===== src/rtl/assert_macros.svh =====
// Assertion helpers shared by the RTL files.
`ifndef ASSERT_MACROS_SVH
`define ASSERT_MACROS_SVH

// Same-cycle implication, muted while reset is low.
`define ASSERT_IMP(lbl, clk, rst_n, a, c) \
  lbl: assert property (@(posedge clk) disable iff (!rst_n) (a) |-> (c)) \
    else $error("assertion failed");

// Next-cycle implication, muted while reset is low.
`define ASSERT_NXT(lbl, clk, rst_n, a, c) \
  lbl: assert property (@(posedge clk) disable iff (!rst_n) (a) |=> (c)) \
    else $error("assertion failed");

`endif


===== src/rtl/tetl_pkg.sv =====
`default_nettype none
package tetl_pkg;

  localparam int TIME_W     = 48;
  localparam int PERIOD_W   = 32;
  localparam int SEC_W      = 29;
  localparam int US_W       = 20;
  localparam int IDX_W      = 6;
  localparam int CNT_OUT_W  = 7;
  localparam int DIV_STEP_W = 6;

  // Seconds split: product width and remainder width before the fix-up
  localparam int PROD_W  = 61;
  localparam int SPLIT_W = 21;

  localparam logic [PERIOD_W-1:0] PERIOD_RESET = 32'd500000;
  localparam logic [PERIOD_W-1:0] US_PER_SEC   = 32'd1000000;

  // floor(2^48 / 1000000); applied to the upper 32 time bits, it estimates
  // the seconds at most one low
  localparam logic [SEC_W-1:0] SEC_RECIP = 29'd281474976;

  // Request action codes
  localparam logic [1:0] ACT_RECORD = 2'd0;
  localparam logic [1:0] ACT_READ   = 2'd1;
  localparam logic [1:0] ACT_CLEAR  = 2'd2;

  // Configuration register index
  localparam logic REG_PERIOD = 1'b0;

  typedef struct packed {
    logic [SEC_W-1:0] sec;
    logic [US_W-1:0]  us;
  } stamp_t;

  typedef struct packed {
    logic clear;
    logic wr_en;
    logic rd_en;
  } ring_cmd_t;

  typedef struct packed {
    logic [CNT_OUT_W-1:0] count7;
    logic                 hit;
  } ring_stat_t;

  typedef struct packed {
    logic busy;
    logic done;
  } div_stat_t;

endpackage
`default_nettype wire


===== src/rtl/tetl_ring.sv =====
`default_nettype none
`include "assert_macros.svh"
module tetl_ring #(
  parameter int DEPTH = 64
) (
  input  wire                          clk,
  input  wire                          rst_n,
  input  tetl_pkg::ring_cmd_t          cmd,
  input  tetl_pkg::stamp_t             wr_data,
  input  wire  [tetl_pkg::IDX_W-1:0]   rd_idx,
  output tetl_pkg::ring_stat_t         stat,
  output tetl_pkg::stamp_t             rd_data
);
  import tetl_pkg::*;

  localparam int AW = (DEPTH > 1) ? $clog2(DEPTH) : 1;
  localparam int CW = $clog2(DEPTH + 1);
  localparam int XW = ((CW > IDX_W + 1) ? CW : IDX_W + 1) + 1;

  stamp_t          mem [DEPTH];
  stamp_t          rd_data_r;
  logic [AW-1:0]   wp_r, wp_nxt;
  logic [CW-1:0]   count_r, count_nxt;
  logic            hit_r;
  logic [XW-1:0]   idx_x, cnt_x, tmp, pos_x;
  logic            hit;
  logic [AW-1:0]   rd_addr;

  // Locate the slot at the requested age, newest first
  always_comb begin
    idx_x = XW'(rd_idx);
    cnt_x = XW'(count_r);
    hit   = (idx_x < cnt_x);
    tmp   = XW'(wp_r) + XW'(DEPTH - 1) - idx_x;
    pos_x = (tmp >= XW'(DEPTH)) ? tmp - XW'(DEPTH) : tmp;
    rd_addr = hit ? pos_x[AW-1:0] : '0;
  end

  // Advance the write pointer and saturate the count
  always_comb begin
    wp_nxt    = wp_r;
    count_nxt = count_r;
    if (cmd.clear) begin
      wp_nxt    = '0;
      count_nxt = '0;
    end else if (cmd.wr_en) begin
      wp_nxt = (wp_r == AW'(DEPTH - 1)) ? '0 : wp_r + 1'b1;
      if (count_r != CW'(DEPTH)) begin
        count_nxt = count_r + 1'b1;
      end
    end
  end

  always_ff @(posedge clk) begin
    if (!rst_n) begin
      wp_r    <= '0;
      count_r <= '0;
    end else begin
      wp_r    <= wp_nxt;
      count_r <= count_nxt;
    end
  end

  // Ring storage: one write port, one registered read port
  always_ff @(posedge clk) begin
    if (cmd.wr_en && !cmd.clear) begin
      mem[wp_r] <= wr_data;
    end
    if (cmd.rd_en) begin
      rd_data_r <= mem[rd_addr];
      hit_r     <= hit;
    end
  end

  assign stat.count7 = CNT_OUT_W'(count_r);
  assign stat.hit    = hit_r;
  assign rd_data     = rd_data_r;

  `ASSERT_IMP(a_count_bound, clk, rst_n, 1'b1, count_r <= CW'(DEPTH))
  `ASSERT_IMP(a_wp_bound, clk, rst_n, 1'b1, wp_r <= AW'(DEPTH - 1))
  `ASSERT_NXT(a_clear_empties, clk, rst_n, cmd.clear, count_r == '0 && wp_r == '0)

endmodule
`default_nettype wire


===== config.mk =====
export PLATFORM = sky130hd
export DESIGN_NAME = tetl_ring
export DESIGN_NICKNAME = d
export VERILOG_FILES = /design/src/rtl/tetl_pkg.sv /design/src/rtl/tetl_ring.sv
export VERILOG_INCLUDE_DIRS = /design/src /design/src/rtl
export SDC_FILE = /design/constraint.sdc
export NUM_CORES = 2
export LEC_CHECK = 0
export BUFFER_PORTS_ARGS = -buffer_cell sky130_fd_sc_hd__buf_2
export CELL_PAD_IN_SITES_DETAIL_PLACEMENT = 0
export CELL_PAD_IN_SITES_GLOBAL_PLACEMENT = 1
export CORE_MARGIN = 2
export CORE_UTILIZATION = 54
export CTS_CLUSTER_SIZE = 24
export DETAILED_ROUTE_END_ITERATION = 10
export PLACE_DENSITY_LB_ADDON = 0.15
export SLEW_MARGIN = 15
export SYNTH_ARGS = -nofsm -noshare
export SYNTH_HDL_FRONTEND = slang
export SYNTH_SLANG_ARGS = --single-unit

===== constraint.sdc =====
create_clock -name clk -period 5.7 [get_ports clk]
set_input_delay 1.14 -clock clk [delete_from_list [all_inputs] [get_ports clk]]
set_output_delay 1.14 -clock clk [all_outputs]
set_load 0.02 [all_outputs]

==> impl_metrics.py <==
metrics = {
    "synth": {
        "syn-instance-count": 7720,
        "yosysWarnings": 0,
        "synth_top_family_by_area": "compound AO/OA/AOI/OAI gates",
        "synthArstFlopShare_pct": 0,
        "synth-main-ff-cell": "edfxtp_1",
        "avgSynthCellArea_um2": 16.2,
        "synth_edf_count": 3186,
        "ys_ff_latch": 3199,
        "synth_compound_area_share_pct": 7.91,
        "synthSimpleGateAreaFrac_pct": 6.30,
        "ys_types": 92,
        "synthAdderAreaFrac_pct": 0.146,
        "ys_seq_area_share_pct": 76.8,
        "syn_nets": 7794,
        "yosys-mux-area-fraction_pct": 6.94,
        "syn-cell-area_um2": 125000,
        "synth-xor-area-share_pct": 0.0972,
    },
    "die": {
        "core_um2": 230000,
        "fp-row-count": 176,
        "start_util_pct": 54.3,
        "die_y_um": 485,
        "die-area_um2": 235000,
        "die_w_um": 485,
        "pin_count": 117,
    },
    "pwr": {
        "peakVddDrop_mv": 0.303,
        "power.density_nw_per_um2": 360,
        "cellLeakagePower_nw": 46.8,
    },
    "route": {
        "wl_um": 447000,
        "wire_per_inst_um": 39.3,
        "dr_total_vias": 79141,
        "vias_per_cell": 6.96,
        "drc": 0,
        "drt_iter0_drc": 14159,
        "drtAntennaViolNets": 0,
        "first_pass_iters": 8,
    },
    "clock_network": {
        "insertion_delay_ps": 960,
        "cts_buffer_depth": 4,
        "cts_resized": 0,
        "post_cts_buffers": 0,
        "cts.clk_slew.worst_paths_ps": 60,
        "htree_levels": 5,
        "cts_made_buffers": 338,
        "clock-sinks": 3199,
        "cts_tree": "done",
        "hold_buffers": 0,
        "cts-root-buf": "clkbuf_16",
    },
    "grt": {
        "overflow": 0,
        "grt_pass1_wl_um": 609000,
        "grt_pass1_vias": 74703,
        "track_usage_pct": 37.7,
        "grt_max_degree": 128,
        "antenna_found_initial": 40,
    },
    "setup_path": {
        "cp_data_arrival_time_ps": 5450,
        "end_kind": "flip-flop",
        "required_ps": 6350,
        "start_kind": "flip-flop",
        "critPathMaxFanout": 14,
        "rrSetupSlack_ps": 910,
        "reg2regPathDepth": 10,
        "criticalPathCategory": "reg2reg",
    },
    "cells_and_area": {
        "final_common_cell": "edfxtp_1",
        "drive_above_1_share_pct": 15.8,
        "fin_nets": 8155,
        "synthToLayoutAreaGrowth_pct": 14.1,
        "final_cell_mix": "edfxtp_1 (3,186), nand2_1 (1,008), mux2i_1 (485)",
    },
    "min_path": {
        "holdPathStages": 2,
        "hold_class": "reg2reg",
    },
    "timing": {
        "tns_ps": 0,
        "hold_ws_ps": 525,
        "max_freq_ghz": 0.209,
        "skew_ps": 44.3,
        "finalSetupViolCount": 0,
        "finalHoldViolCount": 0,
        "rsz0062_at_grt": "no",
        "finalCritPeriodShare_pct": 84.1,
        "layout_min_cycle_time_ps": 4790,
        "worst_slew_pin_slew_ps": 1280,
        "relSlewSlack_pct": 14.4,
        "final_max_slew_viol_count": 0,
        "setup_ws_ps": 908,
    },
    "place": {
        "place.gp.congestion": 0.887,
        "pre_cts_slack_ps": 434,
        "port_buffers": 116,
        "dp_hpwl_um": 248000,
    },
    "job": {
        "maxCapViolations": 0,
    },
    "status": {
        "status": "finished, final reports clean",
    },
}
==> cells in the mapped netlist (81+ instances only) <==
cell,n,area (um2)
o21ai_0,202,1010
edfxtp_1,3186,95700
nand2_1,1013,3800
nor3_1,81,405
clkbuf_1,227,852
a31oi_1,135,845
mux2i_1,485,4850
o22ai_1,128,801
buf_2,171,856
o221ai_1,131,1150
nor2_1,204,766
mux4_2,123,2770
nand3_1,268,1340
a21oi_1,374,1870
mux2_2,93,1050
==> cell families (layout without fill, tap and decap cells) <==
kind of cell	Yosys count	in the layout
other cells	0	24
compound gates	1473	1473
flops	3199	3199
simple gates	1805	1805
xor+xnor	13	13
fa+ha+maj	14	14
mux	701	701
buf+inv	515	1118
==> area by class of cell <==
| cell class | count | area [um2] |
|---|---|---|
| Inverter | 20 | 83.8 |
| Antenna cell | 24 | 60.1 |
| Multi-Input combinational cell | 4006 | 27500 |
| Tap cell | 3026 | 3790 |
| Clock buffer | 407 | 8880 |
| Fill cell | 16678 | 87400 |
| Timing Repair Buffer | 516 | 4830 |
| Clock inverter | 175 | 1480 |
| Sequential cell | 3199 | 95900 |
==> critical path, stage by stage, from the launching register on <==
cell      delay (ps)
dfxtp_1          640
ha_4             220
inv_1             50
fa_4             830
inv_2             90
o211ai_4         420
nand2_1          990
o21ai_0          490
a211oi_1         110
nor4_1           430
o22ai_1          150
==> per-stage QoR <==
step / cell area, um2 / std cells / utilization, % / power [W]
2_1_floorplan: 125000 / 7720 / - / 0.0286
3_3_place_gp: 132000 / 10765 / 57.4 / 0.0305
3_5_place_dp: 132000 / 10765 / 57.4 / 0.0305
4_1_cts: 142000 / 11347 / 61.9 / 0.0513
5_1_grt: 142000 / 11354 / 62.0 / 0.0524
6_report: 143000 / 11373 / 62.0 / 0.0513
==> flip-flops by register name (all words and copies together), names as in the netlist <==
register / flops
mem: 3136
rd_data: 49
count_r: 7
wp_r: 6
hit_r: 1
==> routing by layer <==
metal / vias up / GRT usage [%] / part of all wire [%]
met5: - / 0 / 0.030
li1: 31260 / - / -
met3: 1312 / 9.46 / 13
met2: 6090 / 56.9 / 45
met4: 14 / 18.9 / 6.0
met1: 40465 / 51.2 / 36
==> path summary, 6_finish.rpt <==
path | start | end
hold reg to reg | count_r[5] | count_r[5]
setup reg to reg | wp_r[0] | rd_data[5]
setup / recovery | wp_r[0] | rd_data[5]
hold / removal | count_r[5] | count_r[5]
==> power by group <==
group | internal [W] | switching, W | leakage (nW) | total, W
clock network | 0.0122 | 0.00899 | 5.11 | 0.0212
logic | 0.00121 | 0.00289 | 12.9 | 0.00410
registers | 0.0260 | 0.0000915 | 28.8 | 0.0261
total | 0.0393 | 0.0120 | 46.8 | 0.0513
(Power assumes the default switching activity.)
