## src/rtl/assert_macros.svh

```systemverilog
// Assertion helpers shared by the RTL files.
`ifndef ASSERT_MACROS_SVH
`define ASSERT_MACROS_SVH

// Same-cycle implication, muted while reset is low.
`define ASSERT_IMP(lbl, clk, rst_n, a, c) \
  lbl: assert property (@(posedge clk) disable iff (!rst_n) (a) |-> (c)) \
    else $error("assertion failed");

// Next-cycle implication, muted while reset is low.
`define ASSERT_NXT(lbl, clk, rst_n, a, c) \
  lbl: assert property (@(posedge clk) disable iff (!rst_n) (a) |=> (c)) \
    else $error("assertion failed");

`endif

```

## src/rtl/tetl_pkg.sv

```systemverilog
`default_nettype none
package tetl_pkg;

  localparam int TIME_W     = 48;
  localparam int PERIOD_W   = 32;
  localparam int SEC_W      = 29;
  localparam int US_W       = 20;
  localparam int IDX_W      = 6;
  localparam int CNT_OUT_W  = 7;
  localparam int DIV_STEP_W = 6;

  // Seconds split: product width and remainder width before the fix-up
  localparam int PROD_W  = 61;
  localparam int SPLIT_W = 21;

  localparam logic [PERIOD_W-1:0] PERIOD_RESET = 32'd500000;
  localparam logic [PERIOD_W-1:0] US_PER_SEC   = 32'd1000000;

  // floor(2^48 / 1000000); applied to the upper 32 time bits, it estimates
  // the seconds at most one low
  localparam logic [SEC_W-1:0] SEC_RECIP = 29'd281474976;

  // Request action codes
  localparam logic [1:0] ACT_RECORD = 2'd0;
  localparam logic [1:0] ACT_READ   = 2'd1;
  localparam logic [1:0] ACT_CLEAR  = 2'd2;

  // Configuration register index
  localparam logic REG_PERIOD = 1'b0;

  typedef struct packed {
    logic [SEC_W-1:0] sec;
    logic [US_W-1:0]  us;
  } stamp_t;

  typedef struct packed {
    logic clear;
    logic wr_en;
    logic rd_en;
  } ring_cmd_t;

  typedef struct packed {
    logic [CNT_OUT_W-1:0] count7;
    logic                 hit;
  } ring_stat_t;

  typedef struct packed {
    logic busy;
    logic done;
  } div_stat_t;

endpackage
`default_nettype wire

```

## src/rtl/tetl_div.sv

```systemverilog
`default_nettype none
module tetl_div (
  input  wire                           clk,
  input  wire                           rst_n,
  input  wire                           start,
  input  wire  [tetl_pkg::TIME_W-1:0]   dividend,
  input  wire  [tetl_pkg::PERIOD_W-1:0] divisor,
  output tetl_pkg::div_stat_t           stat,
  output logic [tetl_pkg::TIME_W-1:0]   quot
);
  import tetl_pkg::*;

  logic [TIME_W-1:0]     quo_r, quo_nxt;
  logic [PERIOD_W-1:0]   rem_r, rem_nxt;
  logic [PERIOD_W-1:0]   dvs_r;
  logic [DIV_STEP_W-1:0] cnt_r, cnt_nxt;
  logic                  done_r, done_nxt;
  logic [PERIOD_W:0]     trial;
  logic [PERIOD_W:0]     diff;
  logic                  fits;

  // One restoring step: shift in the next dividend bit, subtract if it fits
  always_comb begin
    trial = {rem_r, quo_r[TIME_W-1]};
    diff  = trial - {1'b0, dvs_r};
    fits  = (trial >= {1'b0, dvs_r});
    quo_nxt  = quo_r;
    rem_nxt  = rem_r;
    cnt_nxt  = cnt_r;
    done_nxt = 1'b0;
    if (start) begin
      quo_nxt = dividend;
      rem_nxt = '0;
      cnt_nxt = DIV_STEP_W'(TIME_W);
    end else if (cnt_r != '0) begin
      quo_nxt  = {quo_r[TIME_W-2:0], fits};
      rem_nxt  = fits ? diff[PERIOD_W-1:0] : trial[PERIOD_W-1:0];
      cnt_nxt  = cnt_r - 1'b1;
      done_nxt = (cnt_r == DIV_STEP_W'(1));
    end
  end

  always_ff @(posedge clk) begin
    if (!rst_n) begin
      cnt_r  <= '0;
      done_r <= 1'b0;
    end else begin
      cnt_r  <= cnt_nxt;
      done_r <= done_nxt;
    end
    quo_r <= quo_nxt;
    rem_r <= rem_nxt;
    if (start) begin
      dvs_r <= divisor;
    end
  end

  assign stat.busy = (cnt_r != '0);
  assign stat.done = done_r;
  assign quot      = quo_r;

endmodule
`default_nettype wire

```

## config.mk

```make
export PLATFORM = sky130hd
export DESIGN_NAME = tetl_div
export DESIGN_NICKNAME = d
export VERILOG_FILES = /design/src/rtl/assert_macros.svh /design/src/rtl/tetl_pkg.sv /design/src/rtl/tetl_div.sv
export SDC_FILE = /design/constraint.sdc
export NUM_CORES = 1
export LEC_CHECK = 0
export BUFFER_PORTS_ARGS = -buffer_cell sky130_fd_sc_hd__buf_2
export CELL_PAD_IN_SITES_DETAIL_PLACEMENT = 0
export CELL_PAD_IN_SITES_GLOBAL_PLACEMENT = 1
export CORE_AREA = 10 10 181 98
export CTS_CLUSTER_DIAMETER = 30
export DETAILED_ROUTE_END_ITERATION = 6
export DIE_AREA = 0 0 191 108
export PLACE_DENSITY = 0.95
export RECOVER_POWER = 100
export SETUP_SLACK_MARGIN = 0.2
export SYNTH_ARGS = -nofsm -noshare
export SYNTH_HDL_FRONTEND = slang
export SYNTH_SLANG_ARGS = --single-unit
export TNS_END_PERCENT = 100
```

## constraint.sdc

```tcl
create_clock -name clk -period 7.2 [get_ports clk]
set_input_delay 0.72 -clock clk [delete_from_list [all_inputs] [get_ports clk]]
set_output_delay 0.72 -clock clk [all_outputs]
set_load 0.01 [all_outputs]
```

==> results of run 1 <==
-- final cells by class --
cell class,count,area share
inverters,44,0.0209
clock buffers,18,0.0542
clock inverters,13,0.0198
repair buffers,135,0.0782
multi-input cells,455,0.393
well taps,204,0.0322
flip-flops and latches,119,0.402
-- metrics by stage --
stage	worst slack [ps]	util	std cells
2_1_floorplan	4230	-	648
5_1_grt	2510	0.533	988
3_3_place_gp	4040	0.498	957
3_5_place_dp	4020	0.498	957
6_report	2780	0.533	988
4_1_cts	4070	0.537	988
-- per-layer routing --
| metal | global-route usage | vias up |
|---|---|---|
| li1 | - | 2623 |
| met1 | 0.246 | 2573 |
| met2 | 0.222 | 190 |
| met3 | 0.0466 | 11 |
| met4 | 0.0385 | 0 |
| met5 | 0 | - |
-- sequential cells by signal (all words and copies together), names as in the netlist --
signal  cells
rem_r      32
done_r      1
dvs_r      32
cnt_r       6
quot       48
-- power breakdown --
part	leakage [nW]	total (W)	internal (W)	switching [W]
combinational	1.90	0.00136	0.000521	0.000835
sequential	1.13	0.00103	0.000917	0.000118
clock	0.289	0.000846	0.000540	0.000307
total	3.32	0.00324	0.00198	0.00126
-- placed cells by master (no fill, tap or decap), types with 4 or more instances in the layout --
| cell | n |
|---|---|
| buf_2 | 81 |
| edfxtp_1 | 80 |
| nand2_1 | 70 |
| nor2_1 | 51 |
| clkbuf_1 | 51 |
| a21oi_1 | 50 |
| mux2_2 | 48 |
| inv_1 | 43 |
| dfxtp_1 | 39 |
| ha_1 | 34 |
| a311oi_1 | 20 |
| o21ai_0 | 19 |
| nor3_1 | 18 |
| clkbuf_16 | 17 |
| nand3_1 | 15 |
| xnor2_1 | 14 |
| a211oi_1 | 14 |
| a21o_1 | 13 |
| nand2b_1 | 11 |
| nand4_1 | 7 |
| o211ai_1 | 6 |
| or3_1 | 6 |
| o21a_1 | 5 |
| a31oi_1 | 5 |
| xor2_1 | 5 |
| and3_1 | 4 |
| a21boi_0 | 4 |
| o31ai_1 | 4 |
| clkinv_4 | 4 |
-- synth_stat cells, types with 2 or more instances --
master / n / area share
nor2_1: 51 / 0.029
a211oi_1: 14 / 0.016
or3b_1: 2 / 0.0027
mux2_2: 48 / 0.082
dfxtp_1: 39 / 0.12
xor2_1: 5 / 0.0066
nand3_1: 15 / 0.011
o21ai_0: 19 / 0.014
o21a_1: 5 / 0.0057
nand2b_1: 12 / 0.011
o31ai_1: 4 / 0.0045
edfxtp_1: 80 / 0.36
a21oi_1: 50 / 0.038
a2111oi_0: 2 / 0.0027
clkbuf_1: 16 / 0.0091
xnor2_1: 14 / 0.019
a311oi_1: 20 / 0.027
a21boi_0: 4 / 0.0045
inv_1: 43 / 0.024
nand2_1: 70 / 0.040
or4_1: 2 / 0.0023
a21o_1: 13 / 0.015
buf_2: 9 / 0.0068
nor3_1: 18 / 0.014
nand4_1: 7 / 0.0066
a31oi_1: 5 / 0.0047
and2_1: 3 / 0.0028
o21bai_1: 3 / 0.0034
ha_1: 34 / 0.064
and3_1: 4 / 0.0038
and4_1: 3 / 0.0040
nand2_2: 2 / 0.0019
or3_1: 6 / 0.0057
o211ai_1: 6 / 0.0068
buf_6: 2 / 0.0034
-- how the worst max path moves through the flow --
stage,startpoint,endpoint,slack [ps],cells after the start
floorplan,start,quot[0],4230,3
finish,start,quot[12],2780,4
CTS,dvs_r[26],rem_r[16],4070,10
global placement,start,quot[0],4040,4
detailed placement,start,quot[0],4020,4
global route,start,quot[12],2510,4
-- logic make-up after synthesis --
group	after synthesis
xor gates and xnor gates	19
and+or+nand+nor	199
muxes	48
DFF	119
adders and majority gates	35
buffers and inverters	74
AOI/OAI and AO/OA	154
==> summary.txt, run 1 <==
CTS
  • Post-CTS resize count: 0
  • Clk_lat worst skew: 420 ps
  • # hold bufs at CTS: 0
  • CTS tree: yes
  • Clk pin slew, worst setup/hold paths: 60 ps
  • Root buffer cell: clkbuf_16
  • Longest Clk Path Bufs: 2
  • Post-CTS Setup Inserts: 0
  • # clock sinks: 119
  • CTS Buf Count: 17
  • H-tree Lvls: 4

Status
  • Failing checks: max-capacitance violations, max-slew violations
  • Status: complete, but fails checks

Timing
  • Final setup vio count: 0
  • Final setup TNS: 0 ps
  • Slew at the pin with the worst max-slew slack: 2910 ps
  • Max-slew violations: 57
  • Max_slew headroom: -0.939
  • Maximum clock rate: 0.226 GHz
  • RSZ-0062 raised after global routing: false
  • Crit share post-route: 0.614
  • Layout Skew: 9.81 ps
  • Fin Hold WS: 474 ps
  • Min Tclk post-route: 4420 ps
  • Hold Fails Final Rpt: 0

Setup path
  • Crit path max-delay cell type: clkbuf_1
  • CP max FO: 61
  • CP most frequent cell: buf_4
  • CP max stage delay: 2010 ps
  • CP bufs+invs: 3
  • FF-to-FF Start: dvs_r[26]
  • Critical path type: input pin to register
  • Crit path required time: 7250 ps
  • CP Capture Type: register
  • R2R cell count: 10
  • Reg2Reg Setup Slack: 4060 ps
  • Crit start category: input pin
  • R2R Path End: rem_r[16]
  • Critical Path, Cell by Cell: clkbuf_1, buf_4, nand2b_2, buf_4
  • CP arrival: 4470 ps
  • Largest delay share family, worst path: buffers and inverters

Place
  • GPL Wtd Cong: 0.877
  • # port buffers: 132
  • Placed cell areas: 0.00740 mm2
  • Dpl hpwl: 12300 um

Detailed routing
  • Vias per cell: 5.46
  • Met1 Wirelength: 8530 um
  • Max Used Layer: met4
  • Initial DRC Count: 530
  • DR vias: 5397
  • DRC viols: 0
  • Drt total wl: 17100 um
  • DRT Pass-1 Iters: 5
  • Routed WL per cell: 17.3 um
  • Antenna-violating nets left: 0
  • WL met3: 1280 um
  • Met2 Routed Length: 7190 um

Yosys
  • Largest family of logic cells by synthesized area: compound AO/OA/AOI/OAI gates
  • Post-synth ARST share: 0
  • Mux cell area share after synthesis: 0.0818
  • Synth Area in Adders: 0.0674
  • Synth Area in XOR/XNOR: 0.0252
  • Seq cells post-synth: 119
  • Syn. warnings: 0
  • Synth Area in Compound Gates: 0.156
  • Synth Flop Type: edfxtp_1
  • Syn Std Cell Area: 0.00661 mm2
  • Sequential share of the synthesized area: 0.482
  • Post-synthesis simple-gate area fraction: 0.140
  • Syn_area_per_cell: 10.2 um2
  • Number of flops mapped to enable cells by yosys: 80
  • Netlist cell types: 53
  • Post-synthesis net count: 766
  • Post-Synthesis Cells: 648

Pwr
  • Leak pwr: 3.32 nW
  • Peak supply drop: 196 uV
  • P per Cell Area: 409 mW/mm2
  • Design Power: 0.00324 W

Die
  • Core area: 0.0149 mm2
  • # IOs: 133
  • Die extent in y: 108 um
  • Chip Width: 191 um
  • Die ar.: 0.0206 mm2
  • Starting density of the core: 0.445
  • Rows: 32

Worst hold path
  • Worst hold start: divisor[13]
  • WHS Path Cells: 1
  • Hold EP: dvs_r[13]
  • Worst Hold Class: input pin to register

Finish
  • Final instance area: 0.00792 mm2
  • Layout Nets: 890
  • Filler cells: 1366
  • Register area: 0.00318 mm2
  • Diodes inserted: 0
  • Layout cells sized above 1: 0.217
  • Layout area overhead: 19.8%
  • Footprint of the multi-input gates: 0.00311 mm2

Global route
  • Vias in the first global route: 5003
  • Pin count of the biggest net entering global routing: 62
  • First-pass GRT wire length: 26800 um
  • Initial antenna violation count: 0
  • GRT overflow: 0
  • Global-route usage over all layers: 0.163

Run
  • Max-cap violations: 1
No activity file was read; power rests on OpenSTA's default activity.
==> run 2: changes to the inputs <==
- CORE_AREA: 10 10 181 98 -> 10 10 196 106
- DIE_AREA: 0 0 191 108 -> 0 0 206 116
- PLACE_DENSITY: 0.95 -> 0.87
- clock period: 7.2 -> 3.9 ns (I/O delays scaled with it)
==> run 2 against run 1 <==
The run still ends with max-capacitance violations, max-slew violations left. Clock skew increased by 6.6 ps. Via count decreased by 3.6%. Cell area about the same. Clock-buffer cell count unchanged. Global-route usage down 2.4 points. Register-to-register slack got worse by 3200 ps. Critical path depth down 1. Die area up 16%. First-iteration DRC count fell by 33%. Sequential cell count did not move. Critical endpoint is now quot[11].
==> summary.txt, run 2 (same netlist as run 1, synthesis figures left out) <==
Status
  • Status: complete, but fails checks (unchanged)
  • Failing checks: max-capacitance violations, max-slew violations (unchanged)

Place
  • # port buffers: 132 (unchanged)
  • Dpl hpwl: 12100 um (was 12300 um)
  • GPL Wtd Cong: 0.863 (was 0.877)

Timing
  • Max-slew violations: 48 (was 57)
  • Min Tclk post-route: 3290 ps
  • RSZ-0062 raised after global routing: false (unchanged)
  • Final setup vio count: 0 (unchanged)
  • Layout Skew: 16.4 ps (was 9.81 ps)
  • Fin Hold WS: 145 ps (was 474 ps)
  • Maximum clock rate: 0.304 GHz
  • Max_slew headroom: -0.569 (was -0.939)
  • Slew at the pin with the worst max-slew slack: 2350 ps (was 2910 ps)
  • Hold Fails Final Rpt: 0 (unchanged)
  • Final setup TNS: 0 ps (unchanged)
  • Crit share post-route: 0.842

Worst hold path
  • Worst Hold Class: input pin to register (unchanged)
  • Worst hold start: divisor[3] (was divisor[13])

CTS
  • # clock sinks: 119 (unchanged)
  • Longest Clk Path Bufs: 2 (unchanged)
  • H-tree Lvls: 4 (unchanged)
  • Clk pin slew, worst setup/hold paths: 70 ps (was 60 ps)
  • CTS tree: yes (unchanged)
  • Clk_lat worst skew: 420 ps (about the same)
  • CTS Buf Count: 17 (unchanged)
  • Root buffer cell: clkbuf_16 (unchanged)
  • Post-CTS resize count: 0 (unchanged)
  • # hold bufs at CTS: 0 (unchanged)
  • Post-CTS Setup Inserts: 0 (unchanged)

Global route
  • Pin count of the biggest net entering global routing: 48 (was 62)
  • First-pass GRT wire length: 26800 um (about the same)
  • Global-route usage over all layers: 0.139 (was 0.163)
  • GRT overflow: 0 (unchanged)
  • Initial antenna violation count: 3 (was 0)
  • Vias in the first global route: 5222 (was 5003)

Detailed routing
  • DRC viols: 0 (unchanged)
  • Initial DRC Count: 355 (was 530)
  • DRT Pass-1 Iters: 4 (was 5)
  • Max Used Layer: met5 (was met4)
  • Antenna-violating nets left: 0 (unchanged)
  • Vias per cell: 5.09 (was 5.46)
  • Met2 Routed Length: 7450 um (was 7190 um)
  • Drt total wl: 16300 um (was 17100 um)
  • Met1 Wirelength: 7550 um (was 8530 um)
  • Routed WL per cell: 15.9 um (was 17.3 um)
  • WL met3: 1000 um (was 1280 um)
  • DR vias: 5205 (was 5397)

Setup path
  • Crit path required time: 4060 ps (was 7250 ps)
  • Critical Path Start: start (unchanged)
  • CP Capture Type: register (unchanged)
  • Critical path type: input pin to register (unchanged)
  • CP max FO: 47 (was 61)
  • CP arrival: 3440 ps (was 4470 ps)
  • Crit start category: input pin (unchanged)
  • FF-to-FF Start: dvs_r[26] (unchanged)

Pwr
  • Sequential share of power: 0.331 (was 0.320)
  • P per Cell Area: 724 mW/mm2 (was 409 mW/mm2)
  • Combinational Power Share: 0.423 (was 0.419)
  • Internal: 0.00346 W (was 0.00198 W)
  • Leak pwr: 3.30 nW (was 3.32 nW)
  • Psw: 0.00227 W (was 0.00126 W)
  • Clock power share: 0.246 (was 0.262)
  • Design Power: 0.00573 W (was 0.00324 W)
  • Switching Share: 0.396 (was 0.389)
  • Peak supply drop: 371 uV (was 196 uV)

Finish
  • Layout area overhead: 19.8% (about the same)
  • Commonest non-fill, non-tap cell in the layout: buf_2 (unchanged)
  • Filler cells: 1700 (was 1366)
  • Max FFs per register: 48 (unchanged)
  • Most frequent cells in the layout: buf_2 (81), edfxtp_1 (80), nand2_1 (70), clkbuf_1 (52), nor2_1 (51) (was buf_2 (81), edfxtp_1 (80), nand2_1 (70), nor2_1 (51), clkbuf_1 (51))
  • Layout cells sized above 1: 0.219 (was 0.217)
  • Layout Nets: 892 (was 890)

Die
  • Die ar.: 0.0239 mm2 (was 0.0206 mm2)
  • Chip Width: 206 um (was 191 um)
  • Core area: 0.0172 mm2 (was 0.0149 mm2)
  • Rows: 34 (was 32)
  • Starting density of the core: 0.385 (was 0.445)
  • Die extent in y: 116 um (was 108 um)
  • # IOs: 133 (unchanged)

Run
  • Max-cap violations: 1 (unchanged)
[run 2: cell count changes in the layout (fill, tap and decap cells not counted), sizes merged]
cell	delta
diode	+2
bufinv	-3
inv	+2
buf	-1
clkbuf	+3
clkinvlp	+2
[run 2: layout make-up]
type,count,area [um2],area share
flip-flops and latches,119,3180,0.402
diodes,2,5.00,0.000632
multi-input cells,455,3110,0.393
inverters,44,165,0.0209
repair buffers,137,629,0.0795
clock inverters,14,103,0.0130
clock buffers,18,429,0.0542
well taps,234,293,0.0370
[run 2: per-stage QoR]
stage          cell area, um2  instances  utilization  setup slack (ps)
6_report                 7920       1023        0.461               615
5_1_grt                  7910       1022        0.460               334
4_1_cts                  7980       1021        0.464               868
3_5_place_dp             7450        989        0.434               893
3_3_place_gp             7450        989        0.434               957
2_1_floorplan            6610        648            -              1080
[run 2: power groups by stage]
stage	clock network, W	registers [W]	logic, W
floorplan	0	0.00193	0.00188
global placement	0	0.00191	0.00243
global route	0.00149	0.00195	0.00275
finish	0.00141	0.00190	0.00242
detailed placement	0	0.00191	0.00245
CTS	0.00145	0.00190	0.00246
[run 2: critical path, stage by stage]
cell      delay [ps]
clkbuf_1        1650
clkbuf_2         950
mux2_2           430
[run 2: per-layer routing]
layer / up-vias / GRT usage
met5: - / 0
met4: 2 / 0.0478
met3: 20 / 0.0490
met2: 129 / 0.222
met1: 2423 / 0.173
li1: 2631 / -
[run 2: worst paths after layout]
kind	depth (start not counted)	slack [ps]	to
max	3	610	quot[11]
min	1	140	dvs_r[3]
max reg2reg	10	880	rem_r[22]
min reg2reg	2	490	cnt_r[4]
